**src/rtl/stq_pkg.sv**
```systemverilog
// ============================================================================
// stq_pkg
// Shared types and codes of the sorted timer queue.
// ============================================================================
package stq_pkg;

    localparam int ID_W   = 4;
    localparam int DUR_W  = 32;
    localparam int OP_W   = 2;
    localparam int KIND_W = 3;

    localparam logic [OP_W-1:0] OP_ADD  = 2'd0;
    localparam logic [OP_W-1:0] OP_DEL  = 2'd1;
    localparam logic [OP_W-1:0] OP_TICK = 2'd2;

    localparam logic [KIND_W-1:0] KIND_ADDED     = 3'd0;
    localparam logic [KIND_W-1:0] KIND_DELETED   = 3'd1;
    localparam logic [KIND_W-1:0] KIND_FIRED     = 3'd2;
    localparam logic [KIND_W-1:0] KIND_TICK_DONE = 3'd3;
    localparam logic [KIND_W-1:0] KIND_REJECTED  = 3'd4;

    localparam logic [DUR_W-1:0] MIN_PERIOD_RST = 32'd100000;

    typedef enum logic [1:0] {
        CMD_ADD,
        CMD_DEL,
        CMD_TICK,
        CMD_REJ
    } t_cmd_kind;

    typedef struct packed {
        t_cmd_kind         kind;
        logic [ID_W-1:0]   id;
        logic              periodic;
        logic [DUR_W-1:0]  dur;
    } t_cmd;

    typedef struct packed {
        logic push;
        logic full;
    } t_fifo_ctl;

endpackage

```
**src/rtl/stq_cmd_fifo.sv**
```systemverilog
// ============================================================================
// stq_cmd_fifo
// Two-entry command queue between the front and the engine.
// ============================================================================
module stq_cmd_fifo
    import stq_pkg::*;
(
    input  logic i_clk,
    input  logic i_rst_n,
    input  logic i_push,
    input  t_cmd i_cmd,
    input  logic i_pop,
    output logic o_full,
    output logic o_empty,
    output t_cmd o_cmd
);

    t_cmd       r_mem [2];
    logic       r_wp;
    logic       r_rp;
    logic [1:0] r_cnt;

    assign o_full  = (r_cnt == 2'd2);
    assign o_empty = (r_cnt == 2'd0);
    assign o_cmd   = r_mem[r_rp];

    always_ff @(posedge i_clk) begin
        if (!i_rst_n) begin
            r_wp  <= 1'b0;
            r_rp  <= 1'b0;
            r_cnt <= 2'd0;
        end else begin
            if (i_push) begin
                r_mem[r_wp] <= i_cmd;
                r_wp        <= !r_wp;
            end
            if (i_pop) begin
                r_rp <= !r_rp;
            end
            r_cnt <= r_cnt + 2'(i_push) - 2'(i_pop);
        end
    end

endmodule

```
**config.mk**
```make
export PLATFORM = sky130hd
export DESIGN_NAME = stq_cmd_fifo
export DESIGN_NICKNAME = d
export VERILOG_FILES = /design/src/rtl/stq_pkg.sv /design/src/rtl/stq_cmd_fifo.sv
export SDC_FILE = /design/constraint.sdc
export NUM_CORES = 1
export LEC_CHECK = 0
export ABC_AREA = 1
export BUFFER_PORTS_ARGS = -buffer_cell sky130_fd_sc_hd__clkbuf_2
export CAP_MARGIN = 5
export CORE_ASPECT_RATIO = 1.75
export CORE_MARGIN = 2
export CORE_UTILIZATION = 46
export DETAILED_ROUTE_END_ITERATION = 12
export PLACE_DENSITY = 0.74
export SKIP_CTS_REPAIR_TIMING = 1
export SYNTH_ARGS = -nofsm -noshare
export SYNTH_HDL_FRONTEND = slang
export SYNTH_SLANG_ARGS = --single-unit
```
**constraint.sdc**
```tcl
create_clock -name i_clk -period 4.03 [get_ports i_clk]
set_clock_uncertainty 0.2 [all_clocks]
set_input_delay 0.2015 -clock i_clk [delete_from_list [all_inputs] [get_ports i_clk]]
set_output_delay 0.2015 -clock i_clk [all_outputs]
set_load 0.01 [all_outputs]
```
Yosys cells after proc, flatten, opt, wreduce, memory -nomap -nowiden

Memory sizes are Yosys's and may differ from the RTL's. A register that Yosys moved wholly into a read port is not among the register bits.
Index checks and enable logic that the tools add are counted.

Add/sub/neg operators: 2
Eq/ne operators: 1
Multiplexer cells: 5
Reductions and logical operators: 3

Operators with widths:

| kind                 | count |
|---|---|
| $mux W1              | 5 |
| $add A2 B1 Y2        | 1 |
| $eq A2 B2 Y1 const B | 1 |
| $logic_not A1 Y1     | 2 |
| $logic_not A2 Y1     | 1 |
| $sub A2 B1 Y2        | 1 |

Memory bits (writable): 78
Logic and storage cells: 15
Output and inout port bits: 41
Bits in registers: 4
Memories: 1

Memory list:

| memory | words | bits a word | read ports | clocked after Yosys merged registers in | wr ports | line               | RTL |
|---|---|---|---|---|---|---|---|
| r_mem  | 2     | 39          | 1          | 1                                       | 1        | stq_cmd_fifo.sv:18 | `t_cmd r_mem [2];` |

Depth between registers and ports, before layout

Depth after elaboration: 3
Gate-level depth with buffers: 7

Worst setup path after synthesis

OpenSTA, ideal clock, no wires.

Kind: register to register
Start point: register r_wp
End point: memory r_mem[1][0] (netlist name) (enable)
Period minus slack after synthesis: 3.745 ns
Arrival: 3.062 ns
Slack: 0.285 ns
Setup time: 0.484 ns
Cell stages (with the launch flop): 3
Path through: dfxtp_1 > inv_1 > nor3_1

RTL lines:

| element                | line               | RTL |
|---|---|---|
| from (decl)            | stq_cmd_fifo.sv:19 | `logic r_wp;` |
| from (signal assigned) | stq_cmd_fifo.sv:35 | `r_wp <= !r_wp;` |
| to (decl)              | stq_cmd_fifo.sv:18 |  |

No word-level cell before the write port.

==> run metrics <==
top-count cell post-synth edfxtp_1; layout cells sized above 1 48.5%; global-route usage over all layers 14.6%; DR WL/cell 15.0 um; highest clock rate 0.434 GHz; Hold Crit Class in -> reg; Hold Path Sink r_wp; Rows 39; post-layout min period 2.30 ns; Pleak 1.72 nW; CTS clock-pin slew for the worst setup and hold paths 0.05 ns; Port Buffer Count 83; vias in the first global route 1696; Syn Nets 198; Post-route DRC 0; nets 331; Hold Startpoint i_push; #FFs+latches synth 83; final instance area 4340 um2; power per cell area 485 nW/um2; total of max-cap violations 0; Worst R2R End r_mem[0][25]; Area Overhead vs Synth 40.4%; predominant post-synthesis flop cell edfxtp_1; max-slew violations 0; Worst Setup End Kind output pin; register area share after synthesis 79.1%; Top Ports 84; CTS tree yes; final count of negative-setup-slack endpoints 0; Post-Syn Area 3090 um2; initial antenna violation count 0; Clock Sinks 83; yosys warns 0; Area contributors post-synth edfxtp_1 (76%), mux2_2 (11%), mux2_4 (4.9%), dfxtp_1 (3.2%), inv_1 (0.97%); status finished, final reports clean; Congestion Overflow GR 0; WP data required 3.63 ns; Crit path largest cell delay 0.98 ns; crit path cell chain mux2_2 > clkbuf_2; most instantiated cells after synthesis edfxtp_1 (78), mux2_2 (29), mux2_4 (10); Worst R2R Setup Slack 2.07 ns; largest net degree at the start of global routing 40; number of synthesized flops with an enable pin 78; final hold violation count 0; CTS Root Cell clkbuf_16; WP buf/inv 1; overall routed net length 5.58 mm; leading area contributor after synthesis edfxtp_1; Netlist cell types 15; Worst path top cell family by delay flip-flops; Startpoint Class register; n_diodes 0; actual transition at the worst max-transition pin 1.12 ns; Synth top area share 75.8%; starting density of the core 47.2%; Cells after Synth 153; peak supply drop 0.309 mV; FF-to-FF Start r_wp; Pwr Total 0.00210 W; Antenna Violating Nets Remaining 0; DR iter-0 viols 80; WHS Path Cells 4; routed vias/inst 4.68; post-DP HPWL 3.35 mm; Avg Cell Area, Syn 20.2 um2; FILL cells 448; CP arrival 1.90 ns; crit path kind reg -> out; Async S/R FF share, synth 0%; crit share post-route 57.1%; clock latency on the worst-skew pair 0.33 ns; Final Wtd Congestion 0.687; placed instance area 3590 um2; Pre-Repair DR Iteration Count 4; relative slew slack 25.3%; Max clock buf depth 2; CP Max Fanout 39; Vert. Die Dim 112 um; H-tree levels 3; DIE WIDTH 65.9 um; Vias 1747; setup TNS 0 ns; Hold WS 0.0123 ns; die area 7410 um2; CORE AREA 6540 um2; Inserted Clock Buffers 9; RSZ-0062 raised after global routing false; R2R cell count 3; Max stage delay cell, worst path dfxtp_2; first-pass GRT wire length 7.69 mm
metal layers:
layer  vias to the layer above  track usage (%)  part of all wire [%]
met4                         0             7.76                   2.3
met3                         7             5.31                   4.6
li1                        846                -                     -
met2                        51             25.1                    57
met5                         -                0                     0
met1                       843             15.0                    36
worst min-delay path, delay by kind of cell:
family | cells | cell delay, ns
simple gates | 1 | 0.06
compound gates | 1 | 0.06
buf+inv | 2 | 0.17
sequential cells by signal, summed over array words and instances, names as in the netlist, named ones only:
signal  flops
r_cnt       2
r_mem      78
r_rp        1
r_wp        1
layout make-up:
type | instances | area (um2) | area share (%)
repair buffers | 126 | 841 | 19.4
inverters | 8 | 30.0 | 0.692
clock inverters | 6 | 104 | 2.39
flip-flops and latches | 83 | 2440 | 56.3
well taps | 82 | 103 | 2.37
multi-input cells | 58 | 588 | 13.6
clock buffers | 10 | 229 | 5.28
how the worst max path moves through the flow:
stage	startpoint	to	slack [ns]	cells past startpoint
after CTS	register	o_cmd[12]	1.66	2
after global routing	register	o_cmd[12]	1.61	2
final	register	o_cmd[23]	1.73	2
after global placement	register	o_cmd[16]	2.03	2
after floorplan	r_wp	r_mem[1][0]	0.28	2
after detailed placement	register	o_cmd[12]	2.03	2
stage by stage:
stage	utilization, %	setup WS (ns)	instances
finish	66.3	1.73	373
global route	66.3	1.61	373
CTS	60.1	1.66	332
detailed placement	55.0	2.03	316
global placement	55.0	2.03	316
floorplan	-	0.285	153
kinds of logic after synthesis:
kind of cell	Yosys count	share of synthesized area, %
AO/OA/AOI/OAI	2	0.324
AND/OR/NAND/NOR	14	1.78
adder cells (fa/ha/maj)	2	0.810
XOR/XNOR	1	0.284
buffers and inverters	12	2.31
multiplexers	39	15.4
flip-flops	83	79.1
report_power, final:
part           leakage (nW)  total, W  switching [W]  internal (W)
Combinational         0.796  0.000202      0.0000865      0.000115
Sequential            0.758   0.00100      0.0000251      0.000980
Clock                 0.164  0.000898       0.000298      0.000600
Total                  1.72   0.00210       0.000410       0.00170
cell usage in the layout (no fill, tap or decap), drive strengths merged:
cell type and n:
nor3 1, nand3 1, ha 2, dfxtp 5
mux2 39, clkbuf 93, bufinv 3, edfxtp 78
inv 8, nand2 6, clkinv 3, buf 2
nor2 6, xnor2 1, a21oi 2, dlygate4sd3 41
Note: power is estimated with default switching activity, not from simulation.
