### config.mk
export PLATFORM = sky130hd
export DESIGN_NAME = stq_front
export DESIGN_NICKNAME = d
export VERILOG_FILES = /design/src/rtl/stq_pkg.sv /design/src/rtl/stq_front.sv
export SDC_FILE = /design/constraint.sdc
export NUM_CORES = 1
export LEC_CHECK = 0
export ABC_AREA = 1
export ABC_CLOCK_PERIOD_IN_PS = 2610
export BUFFER_PORTS_ARGS = -buffer_cell sky130_fd_sc_hd__buf_2
export CAP_MARGIN = 20
export CORE_MARGIN = 1.5
export CORE_UTILIZATION = 38
export DETAILED_ROUTE_END_ITERATION = 8
export GPL_TIMING_DRIVEN = 1
export PLACE_DENSITY = 0.84
export SLEW_MARGIN = 15
export SYNTH_ARGS = -nofsm -noshare
export SYNTH_HDL_FRONTEND = slang
export SYNTH_SLANG_ARGS = --single-unit
### constraint.sdc
create_clock -name vclk -period 2.61
set_clock_uncertainty 0.15 [all_clocks]
set_input_delay 0.1305 -clock vclk [all_inputs]
set_output_delay 0.1305 -clock vclk [all_outputs]
set_load 0.01 [all_outputs]
### src/rtl/stq_pkg.sv
// ============================================================================
// stq_pkg
// Shared types and codes of the sorted timer queue.
// ============================================================================
package stq_pkg;

    localparam int ID_W   = 4;
    localparam int DUR_W  = 32;
    localparam int OP_W   = 2;
    localparam int KIND_W = 3;

    localparam logic [OP_W-1:0] OP_ADD  = 2'd0;
    localparam logic [OP_W-1:0] OP_DEL  = 2'd1;
    localparam logic [OP_W-1:0] OP_TICK = 2'd2;

    localparam logic [KIND_W-1:0] KIND_ADDED     = 3'd0;
    localparam logic [KIND_W-1:0] KIND_DELETED   = 3'd1;
    localparam logic [KIND_W-1:0] KIND_FIRED     = 3'd2;
    localparam logic [KIND_W-1:0] KIND_TICK_DONE = 3'd3;
    localparam logic [KIND_W-1:0] KIND_REJECTED  = 3'd4;

    localparam logic [DUR_W-1:0] MIN_PERIOD_RST = 32'd100000;

    typedef enum logic [1:0] {
        CMD_ADD,
        CMD_DEL,
        CMD_TICK,
        CMD_REJ
    } t_cmd_kind;

    typedef struct packed {
        t_cmd_kind         kind;
        logic [ID_W-1:0]   id;
        logic              periodic;
        logic [DUR_W-1:0]  dur;
    } t_cmd;

    typedef struct packed {
        logic push;
        logic full;
    } t_fifo_ctl;

endpackage

### src/rtl/stq_front.sv
// ============================================================================
// stq_front
// Accepts input words, classifies them into commands and rejects bad adds.
// ============================================================================
module stq_front
    import stq_pkg::*;
#(
    parameter int DEPTH = 16
) (
    input  logic              i_valid,
    output logic              o_ready,
    input  logic [OP_W-1:0]   i_op,
    input  logic [ID_W-1:0]   i_timer_id,
    input  logic              i_periodic,
    input  logic [DUR_W-1:0]  i_duration,
    input  logic [DUR_W-1:0]  i_min_period,
    input  logic              i_full,
    output logic              o_push,
    output t_cmd              o_cmd
);

    logic w_bad;

    assign o_ready = !i_full;
    assign w_bad   = (int'(i_timer_id) >= DEPTH) || (i_periodic && (i_duration < i_min_period));

    always_comb begin
        o_cmd.id       = i_timer_id;
        o_cmd.periodic = i_periodic;
        o_cmd.dur      = i_duration;
        o_cmd.kind     = CMD_TICK;
        o_push         = i_valid && !i_full;
        case (i_op)
            OP_ADD:  o_cmd.kind = w_bad ? CMD_REJ : CMD_ADD;
            OP_DEL:  o_cmd.kind = CMD_DEL;
            OP_TICK: o_cmd.kind = CMD_TICK;
            // drop the unused code
            default: o_push = 1'b0;
        endcase
    end

endmodule

== Yosys cells after proc, flatten, opt, wreduce, memory -nomap -nowiden ==
Cells that the tools add are included.

* Register bits: 0
* Input port bits: 73
* Output and inout bits: 41

* Order comparisons: 1
* Eq/ne operators: 2
* Multiplexer cells: 3
* Reductions and logical operators: 5

{| class="wikitable"
|+ Operator list
! cell !! number
|-
| less-than comparator 32 bit || 1
|-
| case mux 2 bit (2 select lines) || 1
|-
| OR reduction 3 bit || 1
|-
| == test 2 x 1 -> 1 bit, second input constant || 1
|-
| == test 2 bit, second input constant || 1
|-
| logical AND 1 bit || 2
|-
| logical NOT 2 bit || 1
|-
| 2-to-1 mux 2 bit || 1
|-
| logical NOT 1 bit || 1
|-
| 2-to-1 mux 1 bit || 1
|}

== Longest topological paths before layout ==
Gate-level depths: netlist of run 1.

* Depth after elaboration: 4
* Gate-level depth with buffers: 13
* Depth with buffers taken out: 13

== Worst setup path before layout of run 1 ==
No wires, ideal clock.

* Kind: input to output
* Start point: in i_min_period[5]
* End point: out o_cmd[37] (netlist name)
* Arrival: 1.044 ns
* Setup slack: 1.285 ns
* Stages on the path: 11
* Path buffers: 0
* Cells stage by stage: inv_1 ha_1 a21oi_2 nor2_1 nor3_2 nand2_1 nand2_1 nand2_1 nand2_1 nand3_2 nand2_1

{| class="wikitable"
|+ RTL lines
! what !! line !! text
|-
| start: declaration || stq_front.sv:16 || <nowiki>input logic [DUR_W-1:0] i_min_period,</nowiki>
|-
| end: declaration || stq_front.sv:19 || <nowiki>output t_cmd o_cmd</nowiki>
|}

==> results.txt, run 1 <==
The flow ran to the end, and the final reports show no timing, DRC or antenna violations. The via count of the first global-routing pass came out at slightly above 1000. The area of all sequential standard cells is 0 um2. The tool flagged a number of max-cap violations equal to 0. The slew at the pin with the worst max-slew slack came out at 242.6 ps. The areal power density over the cells is 152.5 mW/mm2. The kind of end point of the critical path is an output port. Dividing the detail-routed via count by the number of cells gives 4.394.

The final global-route overflow total is 0. The synthesized netlist devotes 0% of its cell area to XOR and XNOR gates. The Yosys warning count came out at 0.

For this block, the initial DRC count from the detailed router was 18. Summing the areas of all compound-gate instances in the mapped netlist gives 10.37% of the synthesized area. From bottom edge to top edge, the die measures about 59 um. The total routing usage reported by global routing came out at around an eighth. The top achievable clock speed came out at 0.6042 GHz. The detailed-route wire length came out at roughly 2400 um. The number of vias in the routed layout came out at 1226. The critical path ends at o_cmd[38].

The placed wire-length estimate after detailed placement is 2329 um. The maximum fanout along the worst path is 2. The number of unique standard cell types used by synthesis came out at 17. The layout-stage area growth over the synthesis result is 24.87%. The final critical delay including setup and external delays came out at about 1700 ps. The startpoint kind of the worst setup timing path is an input port. Port buffering added approximately 110 buffers. Sequential cells placed in the final layout were counted as 0. The filler cells instantiated in the layout total a little over 300.

The first-pass detailed-route iteration total came out at 2. The first-pass GRT wire length is ~3700 um. In this run the horizontal extent of the chip is around 59 um. The number of design rule violations left after detail routing is 0.

The total core area is around 0.003 mm2. The final layout contains ~350 nets. The die covers between 0.003 and 0.004 mm2. In this run, post-CTS hold repair placed 0 buffers. The path class of the lowest-slack min-delay path is in2out.

The worst slew margin relative to its limit is between 80% and 90%. After Yosys synthesis, full adders, half adders and majority gates account for about a third of the synthesized area. The post-synth net total is roughly 280.

Setup violations remaining at the end of the flow were counted as 0. In the final routed layout, each cell accounts on average for between 8 and 9 um. The final RePlAce weighted congestion is between 0.7 and 0.8.

The met2 wire length is ~1300 um. The total negative slack came out at 0 ps. After Yosys synthesis, and, or, nand and nor cells account for 20.32% of the synthesized area. The met3 wire length is 205 um. The number of antenna-violating nets in the routed design is 0. The worst setup path is of the in2out kind. The share of the core filled with cells in the final layout is between 40% and 50%. The average footprint of a synthesized cell came out at approximately 6.7 um2. The post-synthesis instance total came out at ~180. The combined area of all synthesized cells is ~0.0012 mm2. For this design the top-level I/O count stands at around 110. The most frequent standard cell in the layout excluding fill and tap cells is buf_2. The proportion of synthesized chip area in sequential cells came out at 0%. Setup repair after global routing left no endpoint under its margin.

The number of slew-limit violations in the final report came out at 0. Dividing the final minimum period by the clock period gives between 60% and 70%. In the layout the commonest cells are buf_2, inv_1, nand2_1. The top routing layer in use is met4. The worst-case vdd ir drop is 0.05595 mV. The number of gates given a new drive strength after cts is 0. The arrival time of the worst setup path is approximately 1400 ps.

The number of setup buffers added after CTS is 0. The count of clock buffers in the final design came out at 0. The met1 wire length came out at between 900 and 1000 um.

The row count is 20. The worst endpoint required time came out at approximately 2300 ps. The share of layout cells above drive strength 1 is about half. The number of antenna violations at the first check in global routing was 0. Summing all multi-input logic gate instances after layout gives 750.7 um2.

The dominant combinational cell family by area after synthesis is buffers and inverters. The effective utilization at floorplan came out at between 30% and 40%. Entering global routing, the biggest net connects 4 pins.

The origin of the worst setup path is i_duration[5]. The number of hold violations in the final report is 0. The repair_antennas step left the layout with diodes totalling 0. The leakage dissipation came out at just over 1 nW.

The mux share of post-synthesis cell area is 0%.
## kinds of logic (layout without fill, tap and decap cells)
family / Yosys count / count (layout)
compound gates: 21 / 21
fa+ha+maj: 31 / 31
buf+inv: 78 / 147
simple gates: 47 / 47
## worst min path at each step
| stage | from | end | cells after the start |
|---|---|---|---|
| after floorplan | i_full | o_ready | 1 |
| after global placement | i_timer_id[0] | o_cmd[33] | 0 |
| after detailed placement | i_timer_id[0] | o_cmd[33] | 0 |
| after CTS | i_timer_id[0] | o_cmd[33] | 0 |
| after global routing | i_timer_id[3] | o_cmd[36] | 0 |
| final | i_timer_id[0] | o_cmd[33] | 0 |
## Yosys cell counts
library cell  count  area (um2)
nor3_2            4       40.04
nand3_2           2       20.02
nand4_4           1       21.27
ha_1             31       387.9
a21oi_2           4       35.03
o21ai_1           2       10.01
nor2_1            4       15.01
inv_1            39       146.4
inv_2             2       7.510
nand3_1           1       5.000
nor2_2            2       12.51
nand2_1          32       120.1
nand4_1           1       6.260
o21a_1            1       7.510
a21oi_1          12       60.06
buf_4            37       277.8
o21ai_0           2       10.01
## stage by stage
stage / std cells / worst slack, ps / total power, mW / cell area (um2) / hold WS, ps
final: 279 / 954.9 / 0.2251 / 1476 / 111.0
after global placement: 279 / 1005 / 0.2206 / 1476 / 111.1
after detailed placement: 279 / 950.8 / 0.2278 / 1476 / 111.1
after CTS: 279 / 953.4 / 0.2290 / 1476 / 111.1
after floorplan: 177 / 1285 / 0.1642 / 1182 / 162.0
after global routing: 279 / 821.4 / 0.2619 / 1476 / 111.0
## where the power goes
group	switching (mW)	internal, mW	total [mW]
logic	0.116	0.109	0.225
registers	0	0	0
clock network	0	0	0
## metal layers
layer,global-route usage [%],up-vias
met5,0,-
met4,2.273,0
met3,1.099,2
met2,28.57,59
met1,12.70,507
li1,-,658
## cell type report
cell class | instances | share of cell area, %
inverter | 41 | 10.42
multi-input combinational | 99 | 50.85
tap | 33 | 2.797
timing repair buffer | 106 | 35.93
## worst max-delay path, stage by stage
cell     delay (ps)
buf_2           100
ha_1            310
a21oi_2         120
nor2_1           50
nor3_2           90
nand2_1          70
nand2_1          60
nand2_1          70
nand2_1          70
nand3_2          70
nand2_1          80
buf_2           140
(Power assumes the default switching activity.)
==> run 2: changes to the inputs <==
--- a/config.mk
+++ b/config.mk
@@ -5,15 +5,15 @@
 export SDC_FILE = /design/constraint.sdc
 export NUM_CORES = 1
 export LEC_CHECK = 0
-export ABC_AREA = 1
-export ABC_CLOCK_PERIOD_IN_PS = 2610
+export ABC_AREA = 0
+export ABC_CLOCK_PERIOD_IN_PS = 1500
 export BUFFER_PORTS_ARGS = -buffer_cell sky130_fd_sc_hd__buf_2
 export CAP_MARGIN = 20
 export CORE_MARGIN = 1.5
-export CORE_UTILIZATION = 38
+export CORE_UTILIZATION = 34
 export DETAILED_ROUTE_END_ITERATION = 8
 export GPL_TIMING_DRIVEN = 1
-export PLACE_DENSITY = 0.84
+export PLACE_DENSITY = 0.81
 export SLEW_MARGIN = 15
 export SYNTH_ARGS = -nofsm -noshare
 export SYNTH_HDL_FRONTEND = slang
==> constraint.sdc (replaced) <==
create_clock -name vclk -period 1.5
set_clock_uncertainty 0.15 [all_clocks]
set_input_delay 0.075 -clock vclk [all_inputs]
set_output_delay 0.075 -clock vclk [all_outputs]
set_load 0.01 [all_outputs]
==> results.txt, run 2 <==
The flow ran to the end, but the final reports show violations. The checks that failed: setup timing. The combined area of all synthesized cells is 0.001112 mm2 (-5.9%). The number of max-cap violations was 0 (unchanged).

The total core area is 0.003078 mm2 (+2.5%). The number of placed instances with taps included is 269 (-3.6%). The worst endpoint required time is 1270 ps (-1060 ps). The number of post-CTS setup repair buffers is 0 (unchanged). The placement-stage cell area is 0.001475 mm2 (about the same).

The filler-free cell count of the finished design is 269 (-3.6%). The most frequent standard cell in the layout excluding fill and tap cells is buf_2. The total I/O pin count was 114 (unchanged). The share of layout cells above drive strength 1 came to 57.33% (+8.1 points). The total routing usage reported by global routing came out at 14.64% (+1.6 points). The total chip power is 0.4482 mW (+99%).

The final global-route overflow total is 0 (unchanged). The met3 wire length came out at 177 um (-14%). The final setup violation count came out at 2 (+2). The count of flip-flops and latches came to 0 (unchanged).

The number of antenna diodes came out at 0 (unchanged). By instance count, the leading cell after synthesis is buf_4. The number of buffers inserted for hold repair after clock tree synthesis is 0 (unchanged). Setup repair after global routing could not meet its margin everywhere. The first-iteration detailed-routing DRC count came out at 5 (-13). The final RePlAce weighted congestion was 0.7943 (+4.8%). The post-synth net total is 256 (-8.9%). The top achievable clock speed came out at ~0.53 GHz. The via density per instance came out at 4.465 (+1.6%). The period utilization came out at 126.0%. The area fraction of the dominant cell type after synthesis is 34.87% (+2.1 points). The number of vias in the routed layout is 1201 (-2.0%). The height of the chip came out at 60.20 um (+2.4%). The row count is 20 (unchanged). The final non-filler cell area came to 0.001622 mm2 (+9.8%). The first-pass GRT wire length came to 4167 um (+13%). The final critical delay including setup and external delays came out at about 1900 ps. The worst-case vdd ir drop is 0.1070 mV (+91%).

The worst slew margin relative to its limit is 80.77% (-2.9 points). By count the netlist is led by buf_4, inv_1, ha_1. The proportion of synthesized chip area in sequential cells is 0% (unchanged). The met1 wire length is 1075 um (+19%). The number of antenna-violating nets in the routed design came out at 0 (unchanged). The average footprint of a synthesized cell came out at 7.318 um2 (+9.5%). The placed wire-length estimate after detailed placement was 2447 um (+5.1%).

The final routed wire length divided by cell count came to 10.95 um (+27%). The number of antenna violations at the first check in global routing came out at 0 (unchanged). From synthesis to final layout, the design area changed by 45.78%. Routed signal wires occupy layers up through met4. The critical path is of the in2out type. The startpoint kind of the worst setup timing path is an input port. The die boundary width came out at 60.20 um (+2.4%). The hold slack is 0.004434 ps (-111.0 ps). The maximum fanout along the worst path is 2 (unchanged). The effective utilization at floorplan is 36.14% (-3.2 points).

The arrival time of the worst setup path is 1660 ps (+290 ps). STA classifies the critical path endpoint as an output port. The min-delay analysis places its worst path in the category in2out. The worst setup margin came out at -389.3 ps (-1344 ps).

The synthesized design spends more area on one cell type than any other, namely ha_1. The post-synthesis instance total was 152 (-14%). The first-pass detailed-route iteration total was 4 (+2). The pin count of the biggest net entering global routing came to 5 (+1). The slew at the pin with the worst max-slew slack came out at 285.4 ps (+42.83 ps). The number of slew-limit violations in the final report is 0 (unchanged). In the layout the commonest cells are buf_2, inv_1, ha_1. The die footprint is 0.003623 mm2 (+4.9%). By area the synthesized netlist is led by ha_1, buf_4, inv_1, a21oi_1, nand2_1. The leakage dissipation is 0.9899 nW (-2.6%). The areal power density over the cells was 276.4 mW/mm2 (+81%). The detailed-route wire length came out at 2945 um (+23%).

The met2 wire length came out at 1649 um (+30%). The final net count is 331 (-6.0%). The area of all sequential standard cells is 0 um2 (unchanged). The number of fill cells in the layout is 316 (+3.6%). The count of clock buffers in the final design was 0 (unchanged). The number of hold violations in the final report came out at 0 (unchanged). The placement-stage worst setup slack came out at -514.7 ps (-1466 ps). The number of buffer cells added on primary ports is 106 (unchanged).

The number of design rule violations left after detail routing came out at 0 (unchanged). The via count of the first global-routing pass is 1048 (+2.0%). The number of unique standard cell types used by synthesis came out at 23 (+6).

The Yosys warning count came to 0 (unchanged).
[run 2: changes by cell type in the layout (fill, tap and decap cells not counted), sizes merged, moves of 3 or more]
cell,previous run,this run
a21oi,16,12
buf,106,110
inv,41,33
nand2,32,9
nor2,6,3
nor3,4,0
[run 2: final timing paths]
kind                      start   endpoint  slack (ps)  cells past startpoint
setup / recovery  i_duration[4]  o_cmd[37]        -390                      8
hold / removal    i_timer_id[0]  o_cmd[33]       0.004                      0
[run 2: metrics by stage]
stage               TNS [ps]  utilization, %
CTS                   -804.4           50.77
finish                -757.9           52.68
global placement      -942.9           47.93
detailed placement     -1016           47.93
global route          -924.7           52.68
floorplan             -295.3               -
[run 2: kinds of logic (layout without fill, tap and decap cells)]
kind of cell / Yosys count / after routing / share of synthesized area [%]
buffers and inverters: 70 / 143 / 36.11
adder cells (fa/ha/maj): 31 / 31 / 34.87
AO/OA/AOI/OAI: 26 / 26 / 15.75
AND/OR/NAND/NOR: 25 / 25 / 13.27
[run 2: cell type report]
type | count | area, um2 | area share, %
multi-input cells | 82 | 810.8 | 50.00
inverters | 33 | 136.4 | 8.410
well taps | 44 | 55.05 | 3.395
repair buffers | 110 | 619.3 | 38.19
[run 2: routing by layer]
layer,vias up,global-route usage (%)
met5,-,0
met4,0,3.175
met3,4,1.082
met2,54,29.97
met1,522,15.82
li1,621,-
[run 2: timing repair]
item                       in CTS  in global routing
resized for setup              16                 11
pin swaps                       3                  9
setup endpoints to repair       2                  2
[run 2: worst max-delay path, stage by stage]
cell	delay [ps]
buf_2	120
ha_4	260
nand4_1	100
o311a_1	370
o41ai_2	250
a311oi_2	160
o21ba_2	220
buf_6	110
[run 2: where the power goes]
| part | internal, mW | switching (mW) |
|---|---|---|
| sequential | 0 | 0 |
| combinational | 0.236 | 0.212 |
| clock | 0 | 0 |
